--- src/rtl/core/lss_pkg.sv ---
// ----------------------------------------------------------------------------
// lss_pkg: shared types and constants for the literal substitute stream
// Holds the size limits, the register map, the controller states and the
// command and status groups that pass between controller and datapath.
// ----------------------------------------------------------------------------
`default_nettype none

package lss_pkg;

    // Size limits of pattern, replacement and the per-item result count.
    localparam int MAX_PATTERN     = 16;
    localparam int MAX_REPLACEMENT = 16;
    localparam int REG_BYTES       = 16;
    localparam int PAT_CAP         = (MAX_PATTERN < REG_BYTES) ? MAX_PATTERN : REG_BYTES;
    localparam int REP_CAP         = (MAX_REPLACEMENT < REG_BYTES) ? MAX_REPLACEMENT
                                                                   : REG_BYTES;
    localparam int RESULT_CAP      = 16;
    localparam int HELD_DEPTH      = 16;
    localparam int LEN_W           = 5;
    localparam int ADDR_W          = 6;
    localparam int DATA_W          = 64;
    localparam logic [7:0] NEWLINE_BYTE = 8'd10;

    // Register map, one 64-bit register every eight bytes.
    typedef enum logic [2:0] {
        REG_PAT_LO   = 3'd0,
        REG_PAT_HI   = 3'd1,
        REG_PAT_LEN  = 3'd2,
        REG_REP_LO   = 3'd3,
        REG_REP_HI   = 3'd4,
        REG_REP_LEN  = 3'd5,
        REG_GLOBAL   = 3'd6
    } t_reg_idx;

    // Configuration as seen by the datapath, lengths already saturated.
    typedef struct packed {
        logic [8*REG_BYTES-1:0] pattern;
        logic [LEN_W-1:0]       pat_len;
        logic [8*REG_BYTES-1:0] replacement;
        logic [LEN_W-1:0]       rep_len;
        logic                   global_mode;
    } t_cfg;

    // Controller states.
    typedef enum logic [2:0] {
        ST_IDLE,
        ST_SCAN,
        ST_REPL,
        ST_DUMP,
        ST_DONE
    } t_state;

    // Commands from controller to datapath.
    typedef struct packed {
        logic load;
        logic emit_head;
        logic emit_rep;
        logic drop_head;
        logic drop_pat;
        logic set_line;
        logic clr_line;
        logic finish;
    } t_cmd;

    // Status from datapath to controller.
    typedef struct packed {
        logic count_zero;
        logic active;
        logic full_match;
        logic part_match;
        logic newline;
        logic rep_more;
        logic emit_ok;
        logic fin_ok;
    } t_stat;

endpackage

`default_nettype wire

--- src/rtl/core/lss_if.sv ---
// ----------------------------------------------------------------------------
// lss_if: stream channels of the literal substitute stream
// Input channel carries a text byte and a flush flag, output channel carries
// an emitted byte and the end-of-run marker. Both use valid and ready.
// ----------------------------------------------------------------------------
`default_nettype none

interface lss_in_if;
    logic       valid;
    logic       ready;
    logic [7:0] data_byte;
    logic       flush;

    modport source (output valid, output data_byte, output flush, input ready);
    modport sink   (input valid, input data_byte, input flush, output ready);
endinterface

interface lss_out_if;
    logic       valid;
    logic       ready;
    logic [7:0] out_byte;
    logic       last_of_run;

    modport source (output valid, output out_byte, output last_of_run, input ready);
    modport sink   (input valid, input out_byte, input last_of_run, output ready);
endinterface

`default_nettype wire

--- src/rtl/core/lss_cfg.sv ---
// ----------------------------------------------------------------------------
// lss_cfg: configuration register file
// APB-style register port holding pattern, replacement, their lengths and the
// replace-all mode. Lengths are saturated to the supported maximum on output.
// ----------------------------------------------------------------------------
`default_nettype none

module lss_cfg (
    input  wire logic                       i_clk,
    input  wire logic                       i_rst_n,
    input  wire logic                       psel,
    input  wire logic                       penable,
    input  wire logic                       pwrite,
    input  wire logic [lss_pkg::ADDR_W-1:0] paddr,
    input  wire logic [lss_pkg::DATA_W-1:0] pwdata,
    output logic      [lss_pkg::DATA_W-1:0] prdata,
    output logic                            pready,
    output lss_pkg::t_cfg                   o_cfg
);
    import lss_pkg::*;

    logic [63:0]      r_pat_lo, r_pat_hi, r_rep_lo, r_rep_hi;
    logic [LEN_W-1:0] r_pat_len, r_rep_len;
    logic             r_global;
    logic             w_write;
    t_reg_idx         w_idx;

    assign pready  = 1'b1;
    assign w_write = psel && penable && pwrite;
    assign w_idx   = t_reg_idx'(paddr[ADDR_W-1:3]);

    // Register writes.
    always_ff @(posedge i_clk) begin
        if (!i_rst_n) begin
            r_pat_lo  <= '0;
            r_pat_hi  <= '0;
            r_pat_len <= '0;
            r_rep_lo  <= '0;
            r_rep_hi  <= '0;
            r_rep_len <= '0;
            r_global  <= 1'b0;
        end else if (w_write) begin
            case (w_idx)
                REG_PAT_LO:  r_pat_lo  <= pwdata;
                REG_PAT_HI:  r_pat_hi  <= pwdata;
                REG_PAT_LEN: r_pat_len <= pwdata[LEN_W-1:0];
                REG_REP_LO:  r_rep_lo  <= pwdata;
                REG_REP_HI:  r_rep_hi  <= pwdata;
                REG_REP_LEN: r_rep_len <= pwdata[LEN_W-1:0];
                REG_GLOBAL:  r_global  <= pwdata[0];
                default: ;
            endcase
        end
    end

    // Register reads.
    always_comb begin
        case (w_idx)
            REG_PAT_LO:  prdata = r_pat_lo;
            REG_PAT_HI:  prdata = r_pat_hi;
            REG_PAT_LEN: prdata = DATA_W'(r_pat_len);
            REG_REP_LO:  prdata = r_rep_lo;
            REG_REP_HI:  prdata = r_rep_hi;
            REG_REP_LEN: prdata = DATA_W'(r_rep_len);
            REG_GLOBAL:  prdata = DATA_W'(r_global);
            default:     prdata = '0;
        endcase
    end

    // Configuration seen by the datapath, lengths saturated.
    always_comb begin
        o_cfg.pattern     = {r_pat_hi, r_pat_lo};
        o_cfg.replacement = {r_rep_hi, r_rep_lo};
        o_cfg.pat_len     = (r_pat_len > LEN_W'(PAT_CAP)) ? LEN_W'(PAT_CAP) : r_pat_len;
        o_cfg.rep_len     = (r_rep_len > LEN_W'(REP_CAP)) ? LEN_W'(REP_CAP) : r_rep_len;
        o_cfg.global_mode = r_global;
    end

endmodule

`default_nettype wire

--- src/rtl/core/lss_ctrl.sv ---
// ----------------------------------------------------------------------------
// lss_ctrl: sequencing controller
// Takes one item at a time, then steps the datapath through scanning,
// replacement output, the end-of-line or flush dump and the run close-out.
// ----------------------------------------------------------------------------
`default_nettype none

module lss_ctrl (
    input  wire logic           i_clk,
    input  wire logic           i_rst_n,
    input  wire logic           i_in_valid,
    input  wire logic           i_in_flush,
    output logic                o_in_ready,
    input  wire lss_pkg::t_stat i_stat,
    output lss_pkg::t_cmd       o_cmd
);
    import lss_pkg::*;

    t_state r_state, n_state;
    logic   w_emit_head_case;

    // In a scan cycle the head byte leaves unless matching is active and a match is complete or pending.
    assign w_emit_head_case = !i_stat.active ||
                              (!i_stat.full_match && !i_stat.part_match);

    always_ff @(posedge i_clk) begin
        if (!i_rst_n) begin
            r_state <= ST_IDLE;
        end else begin
            r_state <= n_state;
        end
    end

    // Next state.
    always_comb begin
        n_state = r_state;
        case (r_state)
            ST_IDLE: begin
                if (i_in_valid) begin
                    n_state = i_in_flush ? ST_DUMP : ST_SCAN;
                end
            end
            ST_SCAN: begin
                if (i_stat.count_zero) begin
                    n_state = i_stat.newline ? ST_DUMP : ST_DONE;
                end else if (!w_emit_head_case && i_stat.full_match) begin
                    n_state = ST_REPL;
                end else if (!w_emit_head_case) begin
                    n_state = i_stat.newline ? ST_DUMP : ST_DONE;
                end
            end
            ST_REPL: begin
                if (!i_stat.rep_more) begin
                    n_state = ST_SCAN;
                end
            end
            ST_DUMP: begin
                if (i_stat.count_zero) begin
                    n_state = ST_DONE;
                end
            end
            ST_DONE: begin
                if (i_stat.fin_ok) begin
                    n_state = ST_IDLE;
                end
            end
            default: n_state = ST_IDLE;
        endcase
    end

    // Commands.
    always_comb begin
        o_cmd      = '0;
        o_in_ready = 1'b0;
        case (r_state)
            ST_IDLE: begin
                o_in_ready = 1'b1;
                o_cmd.load = i_in_valid && !i_in_flush;
            end
            ST_SCAN: begin
                if (!i_stat.count_zero) begin
                    if (w_emit_head_case) begin
                        o_cmd.emit_head = i_stat.emit_ok;
                        o_cmd.drop_head = i_stat.emit_ok;
                    end else if (i_stat.full_match) begin
                        o_cmd.drop_pat = 1'b1;
                        o_cmd.set_line = 1'b1;
                    end
                end
            end
            ST_REPL: begin
                o_cmd.emit_rep = i_stat.rep_more && i_stat.emit_ok;
            end
            ST_DUMP: begin
                if (i_stat.count_zero) begin
                    o_cmd.clr_line = 1'b1;
                end else begin
                    o_cmd.emit_head = i_stat.emit_ok;
                    o_cmd.drop_head = i_stat.emit_ok;
                end
            end
            ST_DONE: begin
                o_cmd.finish = i_stat.fin_ok;
            end
            default: ;
        endcase
    end

endmodule

`default_nettype wire

--- src/rtl/core/lss_dp.sv ---
// ----------------------------------------------------------------------------
// lss_dp: datapath of the literal substitute stream
// Holds the pending bytes, compares them with the pattern, walks the
// replacement and feeds emitted bytes through a one-byte lookahead into the
// output register so that the last byte of a run can be marked.
// ----------------------------------------------------------------------------
`default_nettype none

module lss_dp (
    input  wire logic           i_clk,
    input  wire logic           i_rst_n,
    input  wire lss_pkg::t_cfg  i_cfg,
    input  wire lss_pkg::t_cmd  i_cmd,
    input  wire logic [7:0]     i_data_byte,
    output lss_pkg::t_stat      o_stat,
    output logic                o_out_valid,
    input  wire logic           i_out_ready,
    output logic [7:0]          o_out_byte,
    output logic                o_out_last
);
    import lss_pkg::*;

    localparam int HELD_W = 8 * HELD_DEPTH;

    // Held bytes: byte i sits at bits 8i+7:8i, byte 0 is the oldest.
    logic [HELD_W-1:0]     r_held, n_held;
    logic [LEN_W-1:0]      r_count, n_count;
    logic                  r_line, n_line;
    logic                  r_newline;
    logic [LEN_W-1:0]      r_rep_idx;
    logic                  r_pend_valid;
    logic [7:0]            r_pend_byte;
    logic [LEN_W-1:0]      r_res_cnt;
    logic                  r_out_valid;
    logic [7:0]            r_out_byte;
    logic                  r_out_last;

    logic [HELD_DEPTH-1:0] w_eq;
    logic [7:0]            w_head;
    logic [7:0]            w_rep_byte;
    logic [7:0]            w_emit_byte;
    logic                  w_keep;
    logic                  w_move;
    logic                  w_out_free;

    function automatic logic [HELD_DEPTH-1:0] prefix_mask(input logic [LEN_W-1:0] n);
        logic [HELD_DEPTH-1:0] m;
        for (int i = 0; i < HELD_DEPTH; i++) begin
            m[i] = (LEN_W'(i) < n);
        end
        return m;
    endfunction

    // Per-position compare of held bytes with the pattern.
    always_comb begin
        for (int i = 0; i < HELD_DEPTH; i++) begin
            w_eq[i] = (r_held[8*i +: 8] == i_cfg.pattern[8*i +: 8]);
        end
    end

    assign w_head     = r_held[7:0];
    assign w_rep_byte = 8'(i_cfg.replacement >> {r_rep_idx[3:0], 3'b000});

    // Match status for the controller.
    always_comb begin
        o_stat.count_zero = (r_count == '0);
        o_stat.active     = (i_cfg.pat_len != '0) && (i_cfg.global_mode || !r_line);
        o_stat.full_match = (r_count >= i_cfg.pat_len) &&
                            (&(w_eq | ~prefix_mask(i_cfg.pat_len)));
        o_stat.part_match = (r_count < i_cfg.pat_len) &&
                            (&(w_eq | ~prefix_mask(r_count)));
        o_stat.newline    = r_newline;
        o_stat.rep_more   = (r_rep_idx < i_cfg.rep_len);
        o_stat.emit_ok    = (r_res_cnt >= LEN_W'(RESULT_CAP)) || !r_pend_valid || w_out_free;
        o_stat.fin_ok     = !r_pend_valid || w_out_free;
    end

    // Held byte store: append, drop one, drop a whole pattern, set or clear the line flag.
    always_comb begin
        n_held  = r_held;
        n_count = r_count;
        n_line  = r_line;
        if (i_cmd.load) begin
            for (int i = 0; i < HELD_DEPTH; i++) begin
                if (r_count[3:0] == 4'(i)) begin
                    n_held[8*i +: 8] = i_data_byte;
                end
            end
            n_count = r_count + 1'b1;
        end
        if (i_cmd.drop_head) begin
            n_held  = r_held >> 8;
            n_count = r_count - 1'b1;
        end
        if (i_cmd.drop_pat) begin
            n_held  = r_held >> {i_cfg.pat_len, 3'b000};
            n_count = (r_count > i_cfg.pat_len) ? r_count - i_cfg.pat_len : '0;
        end
        if (i_cmd.set_line) begin
            n_line = 1'b1;
        end
        if (i_cmd.clr_line) begin
            n_line = 1'b0;
        end
    end

    always_ff @(posedge i_clk) begin
        if (!i_rst_n) begin
            r_count <= '0;
            r_line  <= 1'b0;
        end else begin
            r_count <= n_count;
            r_line  <= n_line;
        end
    end

    always_ff @(posedge i_clk) begin
        r_held <= n_held;
        if (i_cmd.load) begin
            r_newline <= (i_data_byte == NEWLINE_BYTE);
        end
    end

    // Replacement byte index.
    always_ff @(posedge i_clk) begin
        if (!i_rst_n) begin
            r_rep_idx <= '0;
        end else if (i_cmd.drop_pat) begin
            r_rep_idx <= '0;
        end else if (i_cmd.emit_rep) begin
            r_rep_idx <= r_rep_idx + 1'b1;
        end
    end

    // Emission: bytes past the per-item cap are dropped.
    assign w_emit_byte = i_cmd.emit_rep ? w_rep_byte : w_head;
    assign w_keep      = (i_cmd.emit_head || i_cmd.emit_rep) &&
                         (r_res_cnt < LEN_W'(RESULT_CAP));
    assign w_move      = r_pend_valid && (w_keep || i_cmd.finish);
    assign w_out_free  = !r_out_valid || i_out_ready;

    // Lookahead byte and result count.
    always_ff @(posedge i_clk) begin
        if (!i_rst_n) begin
            r_pend_valid <= 1'b0;
            r_res_cnt    <= '0;
        end else begin
            if (w_keep) begin
                r_pend_valid <= 1'b1;
            end else if (i_cmd.finish) begin
                r_pend_valid <= 1'b0;
            end
            if (i_cmd.finish) begin
                r_res_cnt <= '0;
            end else if (w_keep) begin
                r_res_cnt <= r_res_cnt + 1'b1;
            end
        end
    end

    always_ff @(posedge i_clk) begin
        if (w_keep) begin
            r_pend_byte <= w_emit_byte;
        end
    end

    // Output register.
    always_ff @(posedge i_clk) begin
        if (!i_rst_n) begin
            r_out_valid <= 1'b0;
        end else if (w_move) begin
            r_out_valid <= 1'b1;
        end else if (i_out_ready) begin
            r_out_valid <= 1'b0;
        end
    end

    always_ff @(posedge i_clk) begin
        if (w_move) begin
            r_out_byte <= r_pend_byte;
            r_out_last <= i_cmd.finish;
        end
    end

    assign o_out_valid = r_out_valid;
    assign o_out_byte  = r_out_byte;
    assign o_out_last  = r_out_last;

endmodule

`default_nettype wire

--- src/rtl/core/literal_substitute_stream.sv ---
// ----------------------------------------------------------------------------
// literal_substitute_stream: streaming literal find-and-replace
// Replaces each leftmost, non-overlapping occurrence of a configured pattern
// in a byte stream with a configured replacement: all of them, or only the first per line.
//
// Usage:
//   i_in carries one text byte per item, or a flush item that releases every
//   held byte. o_out carries the emitted bytes; last_of_run marks the final
//   byte caused by one input item (an item may cause none, at most 16).
//   The register port sets pattern, replacement, lengths and mode; write it
//   only while no item is in progress.
// Sequencing:
//   One item at a time: an item is scanned, each byte is emitted or dropped at
//   the cap, each completed match gives out the replacement, a newline or flush
//   dumps the held bytes, and the receiver's stalls hold the block. The next item
//   is taken while the last result still waits in the output register.
// Reset and stalls:
//   Synchronous reset clears the registers, the held count and the line
//   state. When the receiver deasserts ready, the block holds in place and
//   loses nothing.
// ----------------------------------------------------------------------------
`default_nettype none

module literal_substitute_stream (
    input  wire logic                       i_clk,
    input  wire logic                       i_rst_n,
    lss_in_if.sink                          i_in,
    lss_out_if.source                       o_out,
    input  wire logic                       psel,
    input  wire logic                       penable,
    input  wire logic                       pwrite,
    input  wire logic [lss_pkg::ADDR_W-1:0] paddr,
    input  wire logic [lss_pkg::DATA_W-1:0] pwdata,
    output logic      [lss_pkg::DATA_W-1:0] prdata,
    output logic                            pready
);
    import lss_pkg::*;

    t_cfg  w_cfg;
    t_cmd  w_cmd;
    t_stat w_stat;
    logic  w_in_ready;
    logic  w_out_valid;
    logic  [7:0] w_out_byte;
    logic  w_out_last;

    // Register file.
    lss_cfg u_cfg (
        .i_clk   (i_clk),
        .i_rst_n (i_rst_n),
        .psel    (psel),
        .penable (penable),
        .pwrite  (pwrite),
        .paddr   (paddr),
        .pwdata  (pwdata),
        .prdata  (prdata),
        .pready  (pready),
        .o_cfg   (w_cfg)
    );

    // Controller.
    lss_ctrl u_ctrl (
        .i_clk      (i_clk),
        .i_rst_n    (i_rst_n),
        .i_in_valid (i_in.valid),
        .i_in_flush (i_in.flush),
        .o_in_ready (w_in_ready),
        .i_stat     (w_stat),
        .o_cmd      (w_cmd)
    );

    // Datapath.
    lss_dp u_dp (
        .i_clk       (i_clk),
        .i_rst_n     (i_rst_n),
        .i_cfg       (w_cfg),
        .i_cmd       (w_cmd),
        .i_data_byte (i_in.data_byte),
        .o_stat      (w_stat),
        .o_out_valid (w_out_valid),
        .i_out_ready (o_out.ready),
        .o_out_byte  (w_out_byte),
        .o_out_last  (w_out_last)
    );

    // Channel hookup.
    assign i_in.ready        = w_in_ready;
    assign o_out.valid       = w_out_valid;
    assign o_out.out_byte    = w_out_byte;
    assign o_out.last_of_run = w_out_last;

endmodule

`default_nettype wire
--- src/flat_wrapper.sv ---
// flat-port wrapper written by rule: the top's interface ports become plain ports
module literal_substitute_stream_flat import lss_pkg::*;
  (i_clk, i_rst_n, psel, penable, pwrite, paddr, pwdata, prdata, pready, i_in_valid, i_in_data_byte, i_in_flush, i_in_ready, o_out_valid, o_out_out_byte, o_out_last_of_run, o_out_ready);
  lss_in_if i_in_i ();
  lss_out_if o_out_i ();
  input  wire logic i_clk;
  input  wire logic i_rst_n;
  input  wire logic psel;
  input  wire logic penable;
  input  wire logic pwrite;
  input  wire logic [lss_pkg::ADDR_W-1:0] paddr;
  input  wire logic [lss_pkg::DATA_W-1:0] pwdata;
  output logic      [lss_pkg::DATA_W-1:0] prdata;
  output logic pready;
  input wire logic [$bits(i_in_i.valid)-1:0] i_in_valid;
  input wire logic [$bits(i_in_i.data_byte)-1:0] i_in_data_byte;
  input wire logic [$bits(i_in_i.flush)-1:0] i_in_flush;
  output wire logic [$bits(i_in_i.ready)-1:0] i_in_ready;
  output wire logic [$bits(o_out_i.valid)-1:0] o_out_valid;
  output wire logic [$bits(o_out_i.out_byte)-1:0] o_out_out_byte;
  output wire logic [$bits(o_out_i.last_of_run)-1:0] o_out_last_of_run;
  input wire logic [$bits(o_out_i.ready)-1:0] o_out_ready;
  assign i_in_i.valid = i_in_valid;
  assign i_in_i.data_byte = i_in_data_byte;
  assign i_in_i.flush = i_in_flush;
  assign i_in_ready = i_in_i.ready;
  assign o_out_valid = o_out_i.valid;
  assign o_out_out_byte = o_out_i.out_byte;
  assign o_out_last_of_run = o_out_i.last_of_run;
  assign o_out_i.ready = o_out_ready;
  literal_substitute_stream u_core (.i_clk(i_clk), .i_rst_n(i_rst_n), .i_in(i_in_i), .o_out(o_out_i), .psel(psel), .penable(penable), .pwrite(pwrite), .paddr(paddr), .pwdata(pwdata), .prdata(prdata), .pready(pready));
endmodule
--- config.mk ---
export PLATFORM = sky130hd
export DESIGN_NAME = literal_substitute_stream_flat
export DESIGN_NICKNAME = d
export VERILOG_FILES = /design/src/rtl/core/lss_pkg.sv /design/src/rtl/core/lss_if.sv /design/src/rtl/core/lss_cfg.sv /design/src/rtl/core/lss_ctrl.sv /design/src/rtl/core/lss_dp.sv /design/src/rtl/core/literal_substitute_stream.sv /design/src/flat_wrapper.sv
export SDC_FILE = /design/constraint.sdc
export NUM_CORES = 1
export LEC_CHECK = 0
export BUFFER_PORTS_ARGS = -buffer_cell sky130_fd_sc_hd__buf_2
export CORE_UTILIZATION = 35
export CTS_CLUSTER_SIZE = 14
export DETAILED_ROUTE_END_ITERATION = 12
export GPL_TIMING_DRIVEN = 0
export PLACE_DENSITY_LB_ADDON = 0.1
export SLEW_MARGIN = 15
export SYNTH_ARGS = -nofsm -noshare
export SYNTH_HDL_FRONTEND = slang
export SYNTH_SLANG_ARGS = --single-unit
--- constraint.sdc ---
create_clock -name i_clk -period 14.11 [get_ports i_clk]
set_input_delay 0.7055 -clock i_clk [delete_from_list [all_inputs] [get_ports i_clk]]
set_output_delay 0.7055 -clock i_clk [all_outputs]
set_load 0.02 [all_outputs]
## Yosys cells after proc, flatten, opt, wreduce, memory -nomap -nowiden

Index checks and enable logic that the tools add are counted.
W data, S select, Z words.

| cells by class | value |
|---|---|
| muxes and demuxes | 56 |
| order comparisons | 40 |
| shifts and indexed selects | 2 |
| bitwise operators | 5 |
| add/subtract/negate cells | 5 |
| equality and inequality tests | 47 |
| reduce and logical (&&, ||, !) cells | 80 |

Operators with widths:

| cell | count |
|---|---|
| $pmux W64 S7 | 1 |
| $mux W128 | 3 |
| $mux W8 | 17 |
| $eq A8 B8 Y1 | 16 |
| $shr A128 B7 Y8 | 1 |
| $shr A128 B8 Y128 | 1 |
| $lt A4 B5 Y1 const A | 16 |
| $reduce_bool A3 Y1 | 17 |
| $reduce_and A2 Y1 | 23 |
| $lt A3 B5 Y1 const A | 8 |
| $eq A4 B4 Y1 const B | 8 |
| $not A16 Y16 | 2 |
| $or A16 B16 Y16 | 2 |
| $reduce_and A16 Y1 | 2 |
| $mux W5 | 6 |
| $mux W3 | 9 |
| $lt A1 B5 Y1 const A | 4 |
| $lt A2 B5 Y1 const A | 4 |
| $eq A4 B3 Y1 const B | 4 |
| $add A5 B1 Y5 const B | 3 |
| $pmux W3 S5 | 1 |
| $mux W1 | 13 |
| $eq A3 B2 Y1 const B | 4 |
| $eq A3 B3 Y1 const B | 4 |
| 27 further kinds | 66 |

| word-level totals | value |
|---|---|
| output and inout port bits | 76 |
| logic and storage cells | 269 |
| input bits | 86 |
| register bits | 434 |

## Depth between registers and ports, before layout

Gate-level depths: netlist of run 1.

| logic depth | value |
|---|---|
| word-level depth | 18 |
| mapped depth | 20 |
| gate-level depth less buffers | 14 |

## Cells and area by module

A second synthesis of run 1 with hierarchy kept.

| unflattened totals | value |
|---|---|
| cell total of the unflattened synthesis | 2709 |
| area total of the unflattened synthesis | 26362.8 um^2 |

By module, submodules not included:

| module | cells each | area an instance (um^2) | instances | seq. area each (um^2) |
|---|---|---|---|---|
| lss_dp | 1476 | 14237.4 | 1 | 4744.6 |
| lss_cfg | 1197 | 11837.6 | 1 | 5345.1 |
| lss_ctrl | 36 | 287.8 | 1 | 60.1 |

## Least setup slack after synthesis of run 1

OpenSTA, ideal clock, no wires.

| path | value |
|---|---|
| path type | register to register |
| start | register u_core.u_cfg.r_pat_len[4] |
| end | register u_core.u_dp.r_out_byte[0] (netlist: u_core.u_dp.o_out_byte[0]), enable pin |
| path slack | 9.176 ns |
| arrival | 4.595 ns |
| buffers on the path | 6 |
| library setup time | 0.340 ns |
| clock period less this slack | 4.934 ns |
| stages on the path, launching flop included | 18 |
| data required time | 13.770 ns |
| cell sequence | dfxtp_1 -> buf_2 -> clkbuf_1 -> nor2b_1 -> clkbuf_1 -> inv_1 -> clkbuf_1 -> clkbuf_1 -> clkbuf_1 -> ha_1 -> o21ai_0 -> a21boi_0 -> o21a_1 -> nor3_1 -> nor4b_4 -> o31a_1 -> a21oi_1 -> o21a_1 |

| between the ends | value |
|---|---|
| word-level cells in the longest chain between the ends | 17 |
| elaborated cells on any way between the ends | 39 |
| classes of those cells | order compare: 19; mux: 4; bitwise: 2; reduce/logical: 14 |

RTL lines:

| element | line | text |
|---|---|---|
| from (decl) | lss_cfg.sv:23 | `logic [LEN_W-1:0] r_pat_len, r_rep_len;` |
| from (signal assigned) | lss_cfg.sv:46 | `REG_PAT_LEN: r_pat_len <= pwdata[LEN_W-1:0];` |
| $gt A5 B5 Y1 | lss_cfg.sv:74 | `o_cfg.pat_len = (r_pat_len > LEN_W'(PAT_CAP)) ? LEN_W'(PAT_CAP) : r_pat_len;` |
| $mux W5 (*) | lss_cfg.sv:74 |  |
| $lt A1 B5 Y1, or another cell as far along | lss_dp.sv:49 | `m[i] = (LEN_W'(i) < n);` |
| $not A16 Y16 | lss_dp.sv:69 | `(&(w_eq \| ~prefix_mask(i_cfg.pat_len)));` |
| $or A16 B16 Y16 | lss_dp.sv:69 |  |
| $reduce_and A16 Y1 | lss_dp.sv:69 |  |
| $logic_and A1 B1 Y1 | lss_dp.sv:68 | `o_stat.full_match = (r_count >= i_cfg.pat_len) &&` |
| $logic_not A1 Y1 | lss_ctrl.sv:24 | `(!i_stat.full_match && !i_stat.part_match);` |
| [3 not listed] | n/a |  |
| $mux W1 (*) | lss_ctrl.sv:81 | `if (!i_stat.count_zero) begin` |
| $pmux W1 S2 (*) | lss_ctrl.sv:75 | `case (r_state)` |
| $logic_or A1 B1 Y1 (*) | lss_dp.sv:137 | `assign w_keep = (i_cmd.emit_head \|\| i_cmd.emit_rep) &&` |
| $logic_and A1 B1 Y1 (*) | lss_dp.sv:137 |  |
| net u_core.u_dp.w_keep | lss_dp.sv:42 | `logic w_keep;` |
| $logic_or A1 B1 Y1 (*) | lss_dp.sv:139 | `assign w_move = r_pend_valid && (w_keep \|\| i_cmd.finish);` |
| $logic_and A1 B1 Y1 (*) | lss_dp.sv:139 |  |
| net u_core.u_dp.w_move | lss_dp.sv:43 | `logic w_move;` |
| to (signal assigned) | lss_dp.sv:180 | `r_out_byte <= r_pend_byte;` |
| to (decl) | lss_dp.sv:35 | `logic [7:0] r_out_byte;` |

The timed path passes the listed nets; every way through them passes the cells marked *.
A chain may end at the register's enable or synchronous reset.

## Final worst setup path of run 1

| path | value |
|---|---|
| start | register u_core.u_cfg.r_pat_len[4] |
| end | register u_core.u_dp.r_held[46], enable pin |

| between the ends | value |
|---|---|
| word-level cells in the longest chain between the ends | 15 |
| elaborated cells on any way between the ends | 41 |
| classes of those cells | order compare: 19; mux: 7; bitwise: 2; reduce/logical: 13 |

RTL lines:

| element | line | text |
|---|---|---|
| $gt A5 B5 Y1 | lss_cfg.sv:74 |  |
| $mux W5 (*) | lss_cfg.sv:74 |  |
| $lt A1 B5 Y1, or another cell as far along | lss_dp.sv:49 |  |
| $not A16 Y16 | lss_dp.sv:69 |  |
| $or A16 B16 Y16 | lss_dp.sv:69 |  |
| $reduce_and A16 Y1 | lss_dp.sv:69 |  |
| $logic_and A1 B1 Y1 | lss_dp.sv:68 |  |
| $logic_not A1 Y1 | lss_ctrl.sv:24 |  |
| $logic_and A1 B1 Y1 | lss_ctrl.sv:24 |  |
| $logic_or A1 B1 Y1 | lss_ctrl.sv:23 | `assign w_emit_head_case = !i_stat.active \|\|` |
| $mux W1 or $mux W2 (tied branches) | lss_ctrl.sv:82 | `if (w_emit_head_case) begin` |
| $mux W3 (*) | lss_ctrl.sv:81 |  |
| $pmux W1 S2 or $mux W2 (tied branches) | lss_ctrl.sv:75 |  |
| $reduce_bool A3 Y1 (no source line) | n/a |  |
| $reduce_and A2 Y1 (no source line) (*) | n/a |  |
| to (signal assigned) | lss_dp.sv:118 | `r_held <= n_held;` |
| to (decl) | lss_dp.sv:26 | `logic [HELD_W-1:0] r_held, n_held;` |

Every way passes the cells marked *; elsewhere a longest branch is shown, timed or not.

==> impl_metrics.ini, run 1 <==
[outcome]
status = finished clean

[clock_network]
cts_hold_buf = 0
insertion_delay_ns = 0.65
ctsResizeCount = 0
clkTransAtPathRegs_ns = 0.06
htreeDepth = 2
cts_setup_buffers = 0
cts_tree = built
cts_buffers = 54
cts.sinks = 434
cts_max_path_buffers = 3
cts_root_buffer = clkbuf_16

[pwr]
power_density_nw_per_um2 = 143
finalPower_w = 0.00425
p_leak_nw = 10.8
ir_drop_v = 0.000117

[yosys]
synth_edf_count = 146
async_flop_share_pct = 0
synth-adder-area-share_pct = 0.805
synth_top_cell_area_share_pct = 22.4
ys_ff_latch = 434
synth_top_family_by_area = compound AO/OA/AOI/OAI gates
synth_compound_area_share_pct = 22.8
yosysWarnings = 0
ys_seq_area_share_pct = 39.4
synth_cell_types = 74
yosysMostFrequentCell = nand2_1
syn-instance-count = 2961
synth_area_leaders = dfxtp_1 22%, edfxtp_1 17%, nand2_1 12%, mux2i_1 7.8%, a21boi_0 7.6%
syn_avg_cell_area_um2 = 8.71
synth_xor_area_share_pct = 4.65
synth_top_area_cell = dfxtp_1
ys.flop_type = dfxtp_1
yosys-top-cells-count = 810 x nand2_1, 288 x dfxtp_1, 262 x a21boi_0
synth_nets = 3063
synthMuxAreaShare_pct = 11.7
netlist_area_um2 = 25800
synth-simple-area-share_pct = 16.4

[routing]
first_pass_iters = 6
first_iter_violations = 3927
drc_errors = 0
viasPerCell = 6.25
vias = 26120
wl_per_cell_um = 35.9
postRouteAntennaNets = 0
drt-total-wl_um = 150000

[die]
core_um2 = 73000
die_w_um = 273
placementRows = 99
start_util_pct = 35.3
die_y_um = 273
die-area_um2 = 74800
io-pin-count = 162

[critical_path]
worst_setup_path_end_kind = flip-flop
rr_startpoint = u_core.u_cfg.r_pat_len[4]$_SDFFE_PN0P_
reg2reg_depth = 18
reg2reg_to = u_core.u_dp.r_held[46]$_DFFE_PP_
rrSetupSlack_ns = 6.41
cp-start-kind = flip-flop
critPathKind = reg -> reg
cp_max_fo = 10
cp.required_ns = 14.27
arrival_ns = 7.86

[global_routing]
grt.overflow.total = 0
antenna_found_initial = 9
grt.total_usage_pct = 39.2
busiest_layer = met2
grt_max_degree = 16
gr-usage-met3_pct = 10.3
grt_pass1_vias = 24414
use_met2_pct = 59.1
met1_usage_pct = 52.5
grt_pass1_wl_um = 201000

[layout]
nNetsFinal = 3275
area_delta_synth_final_pct = 14.9
layoutNonFillerInstCount = 4178
layout-drive-gt1-share_pct = 11.2
n_fill_cell = 7406

[timing]
fin_crit_sh_pct = 54.6
final_hold_viol_count = 0
worstMarginPinSlew_ns = 1.28
fin_skew_ns = 0.0418
setup_violations = 0
finalMaxSlewViolations = 0
fin_tns_setup_ns = 0
max_freq_ghz = 0.130
relSlewSlack_pct = 14.6
min_period_ns = 7.70
rsz0062_at_grt = false

[min_path]
min-delay-start = pwdata[40]
holdPathStages = 3
hold_class = in -> reg
holdPathEnd = u_core.u_cfg.r_rep_hi[40]$_SDFFE_PN0P_

[placement]
io_buffers = 155
gp_congestion = 1.04
dp.cells = 4076
dp_hpwl_um = 117000

[job]
cap_violations = 0
per-stage QoR:
stage	cell area (um^2)	util (%)	setup WS, ns	hold WS, ns
finish	29600	40.6	6.41	0.369
global route	29600	40.6	6.25	0.373
CTS	29600	40.6	6.73	0.346
detailed placement	27800	38.1	6.78	0.405
global placement	27800	38.1	5.98	0.401
floorplan	25800	-	9.18	0.400
worst max path at each step:
stage	to	slack (ns)	start
5_1_grt	u_core.u_dp.r_held[41]$_DFFE_PP_	6.25	u_core.u_cfg.r_pat_len[4]$_SDFFE_PN0P_
6_report	u_core.u_dp.r_held[46]$_DFFE_PP_	6.41	u_core.u_cfg.r_pat_len[4]$_SDFFE_PN0P_
2_1_floorplan	u_core.u_dp.o_out_byte[0]$_DFFE_PP_	9.18	u_core.u_cfg.r_pat_len[4]$_SDFFE_PN0P_
3_5_place_dp	u_core.u_dp.r_held[44]$_DFFE_PP_	6.78	u_core.u_cfg.r_pat_len[4]$_SDFFE_PN0P_
3_3_place_gp	u_core.u_dp.o_out_byte[1]$_DFFE_PP_	5.98	u_core.u_cfg.r_pat_len[4]$_SDFFE_PN0P_
4_1_cts	u_core.u_dp.r_held[41]$_DFFE_PP_	6.73	u_core.u_cfg.r_pat_len[4]$_SDFFE_PN0P_
power by group:
| group | switching [W] | total, W | internal, W | leakage (nW) |
|---|---|---|---|---|
| Sequential | 0.000314 | 0.00180 | 0.00148 | 3.66 |
| Combinational | 0.000707 | 0.00102 | 0.000309 | 6.26 |
| Clock | 0.000606 | 0.00143 | 0.000829 | 0.884 |
| Total | 0.00163 | 0.00425 | 0.00262 | 10.8 |
worst max-delay path: stages, from the launching register on:
cell and delay, ns:
dfxtp_1 0.31, buf_2 0.18, clkbuf_1 0.48, nor2b_1 0.10, clkbuf_1 0.36, inv_1 0.16, clkbuf_1 0.61, clkbuf_1 0.92
clkbuf_2 0.73, ha_1 0.40, o21ai_0 0.12, a21boi_0 0.16, o21a_1 0.23, nor3_1 0.53, nor4b_4 0.18, a22oi_2 0.51
buf_2 0.31, clkbuf_1 0.32, nand2_1 0.60
per-layer routing:
layer	wire length, um	vias up
li1	-	11094
met1	62100	12965
met2	64300	1691
met3	15700	358
met4	7630	12
met5	81	-
cell families (layout without fill, tap and decap cells):
family,count (synthesis),in the layout
other,1,3
XOR/XNOR,137,137
buffers and inverters,271,527
AND/OR/NAND/NOR,1036,1036
multiplexers,251,251
adder cells (fa/ha/maj),16,16
AO/OA/AOI/OAI,815,815
flip-flops,434,434
cell usage in the layout (no fill, tap or decap), drive strengths merged, types with 35 or more instances in the layout:
cell type  netlist  final
a22oi          135    135
buf             64    219
nand2          811    811
o21ai           69     69
a21boi         262    262
dfxtp          288    288
a21oi          112    112
mux4            40     40
mux2i          201    201
o211ai          83     83
xor2            76     76
xnor2           61     61
a221o           40     40
nor2            93     93
inv             34     35
clkbuf         173    261
edfxtp         146    146
sequential cells by signal, indices dropped and copies added (netlist names), 3 cells and up:
| name | cells |
|---|---|
| u_core.u_dp.r_held | 128 |
| u_core.u_cfg.r_pat_hi | 64 |
| u_core.u_cfg.r_pat_lo | 64 |
| u_core.u_cfg.r_rep_hi | 64 |
| u_core.u_cfg.r_rep_lo | 64 |
| u_core.u_dp.o_out_byte | 8 |
| u_core.u_dp.r_pend_byte | 8 |
| u_core.u_cfg.r_pat_len | 5 |
| u_core.u_cfg.r_rep_len | 5 |
| u_core.u_dp.r_count | 5 |
| u_core.u_dp.r_rep_idx | 5 |
| u_core.u_dp.r_res_cnt | 5 |
| u_core.u_ctrl.r_state | 3 |
final cells by class:
class	count	area [um^2]	share of cell area [%]
Clock inverter	13	155	0.524
Antenna cell	2	5.00	0.0169
Clock buffer	87	1640	5.53
Timing Repair Buffer	156	783	2.64
Tap cell	959	1200	4.05
Inverter	34	128	0.431
Buffer	237	971	3.28
Multi-Input combinational cell	2256	14600	49.3
Sequential cell	434	10100	34.3
No activity file was read; power rests on OpenSTA's default activity.
==> run 2, diff against run 1 <==
==> constraint.sdc (replaced) <==
create_clock -name i_clk -period 7.6 [get_ports i_clk]
set_input_delay 0.38 -clock i_clk [delete_from_list [all_inputs] [get_ports i_clk]]
set_output_delay 0.38 -clock i_clk [all_outputs]
set_load 0.02 [all_outputs]
==> run 2 against run 1 <==
Power up 86%. Clock power grew 86%. Worst hold slack got worse by 0.33 ns. Highest routed layer unchanged. Die area unchanged. Count of clock-buffer cells in the layout did not move.
==> impl_metrics.ini, run 2 (synthesized netlist as in run 1, its figures left out) <==
[die]
start_util_pct = 35.3
placementRows = 99
core_um2 = 73000
io-pin-count = 162
die_w_um = 273
die-area_um2 = 74800
die_y_um = 273

[clock_network]
cts_max_path_buffers = 3
htreeDepth = 2
cts_tree = built
cts_buffers = 54
insertion_delay_ns = 0.65
cts_setup_buffers = 0
cts_root_buffer = clkbuf_16
clkTransAtPathRegs_ns = 0.06
cts.sinks = 434

[layout]
area_delta_synth_final_pct = 14.9
registers.top_by_ff_count = u_core.u_dp.r_held
multiInputGateArea_um2 = 14600
layout_common_cells = 810 x nand2_1, 288 x dfxtp_1, 262 x a21boi_0
final_common_cell = nand2_1
register_area_um2 = 10100
nNetsFinal = 3275
largest_reg_flops = 128
layout-drive-gt1-share_pct = 11.3
n_fill_cell = 7405

[global_routing]
grt.total_usage_pct = 39.2
grt.overflow.total = 0
antenna_found_initial = 9
grt_max_degree = 16
grt_pass1_wl_um = 201000
grt_pass1_vias = 24414

[placement]
io_buffers = 155
dp_slack_ns = 0.266
gp_congestion = 1.04
dp_hpwl_um = 117000

[timing]
relSlewSlack_pct = 11.3
max_freq_ghz = 0.137
finalMaxSlewViolations = 0
rsz0062_at_grt = false
layout_setup_ws_ns = 0.312
worstMarginPinSlew_ns = 1.33
setup_violations = 0
fin_skew_ns = 0.0446
final_hold_viol_count = 0
fin_tns_setup_ns = 0
min_period_ns = 7.29
fin_crit_sh_pct = 95.9

[critical_path]
slowest_stage = clkbuf_2
crit_path_cell_trace = buf_2 -> clkbuf_1 -> nor2b_1 -> clkbuf_1 -> inv_1 -> clkbuf_1 -> clkbuf_2 -> clkbuf_2 -> ha_1 -> o21ai_0 -> a21boi_0 -> o21a_1 -> nor3_1 -> nor4b_4 -> a22oi_2 -> buf_2 -> clkbuf_1 -> nand2_1
worst_setup_path_end_kind = flip-flop
startpoint = u_core.u_cfg.r_pat_len[4]$_SDFFE_PN0P_
cp.required_ns = 7.76
rr_startpoint = u_core.u_cfg.r_pat_len[4]$_SDFFE_PN0P_
cp_max_fo = 10
slowest_delay_ns = 0.67
critical_path.most_common_cell = clkbuf_1
cp-start-kind = flip-flop
path_buf_inv = 9
arrival_ns = 7.45
critPathKind = reg -> reg
cp_top_family = buffers and inverters

[job]
cap_violations = 0

[routing]
drc_errors = 0
first_pass_iters = 6
vias = 26118
postRouteAntennaNets = 0
wl_per_cell_um = 35.9
first_iter_violations = 3919
viasPerCell = 6.25
drt-total-wl_um = 150000

[pwr]
p_leak_nw = 10.8
power_density_nw_per_um2 = 266
ir_drop_v = 0.000217

[min_path]
hold_class = in -> reg
min-delay-start = pwdata[54]

[outcome]
status = finished clean
run 2: path summary, 6_finish.rpt:
path / to / slack (ns) / cells past startpoint
worst max register to register: u_core.u_dp.r_held[46]$_DFFE_PP_ / 0.31 / 18
worst min-delay path: u_core.u_cfg.r_rep_hi[54]$_SDFFE_PN0P_ / 0.04 / 3
worst min register to register: u_core.u_dp.o_out_byte[7]$_DFFE_PP_ / 0.42 / 0
worst max-delay path: u_core.u_dp.r_held[46]$_DFFE_PP_ / 0.31 / 18
run 2: final cells by class:
class	count	area share, %
clock buffers	87	5.53
plain buffers	237	3.28
flip-flops and latches	434	34.3
clock inverters	13	0.524
well taps	959	4.05
inverters	34	0.431
diodes	2	0.0169
repair buffers	156	2.64
multi-input cells	2256	49.3
run 2: what timing repair did:
action	in CTS	in global routing
hold buffers	0	0
resized for setup	0	3
endpoints found under the setup margin	0	87
run 2: power breakdown:
group	internal, W	switching [W]
combinational	0.000574	0.00131
sequential	0.00275	0.000584
clock	0.00154	0.00112
run 2: layer usage:
metal	part of all wire, %	vias to the layer above	GRT usage [%]
li1	-	11090	-
met3	11	359	10.3
met1	41	12983	52.5
met5	0.054	-	0
met4	5.1	12	17.5
met2	43	1674	59.1
run 2: worst register-to-register path, cell delays in order (launching register included):
cell	delay, ns
dfxtp_1	0.31
buf_2	0.18
clkbuf_1	0.48
nor2b_1	0.10
clkbuf_1	0.35
inv_1	0.17
clkbuf_1	0.61
clkbuf_2	0.57
clkbuf_2	0.68
ha_1	0.41
o21ai_0	0.12
a21boi_0	0.16
o21a_1	0.23
nor3_1	0.53
nor4b_4	0.18
a22oi_2	0.51
buf_2	0.32
clkbuf_1	0.32
nand2_1	0.60
run 2: stage by stage:
stage | power [W] | cell area (um^2) | std cells | hold WS [ns] | utilization, %
after floorplan | 0.00406 | 25800 | 2961 | 0.400 | -
after global placement | 0.00514 | 27800 | 4075 | 0.401 | 38.1
after detailed placement | 0.00514 | 27800 | 4076 | 0.405 | 38.1
after CTS | 0.00779 | 29600 | 4176 | 0.0202 | 40.6
after global routing | 0.00805 | 29600 | 4176 | 0.0471 | 40.6
final | 0.00788 | 29600 | 4178 | 0.0432 | 40.6
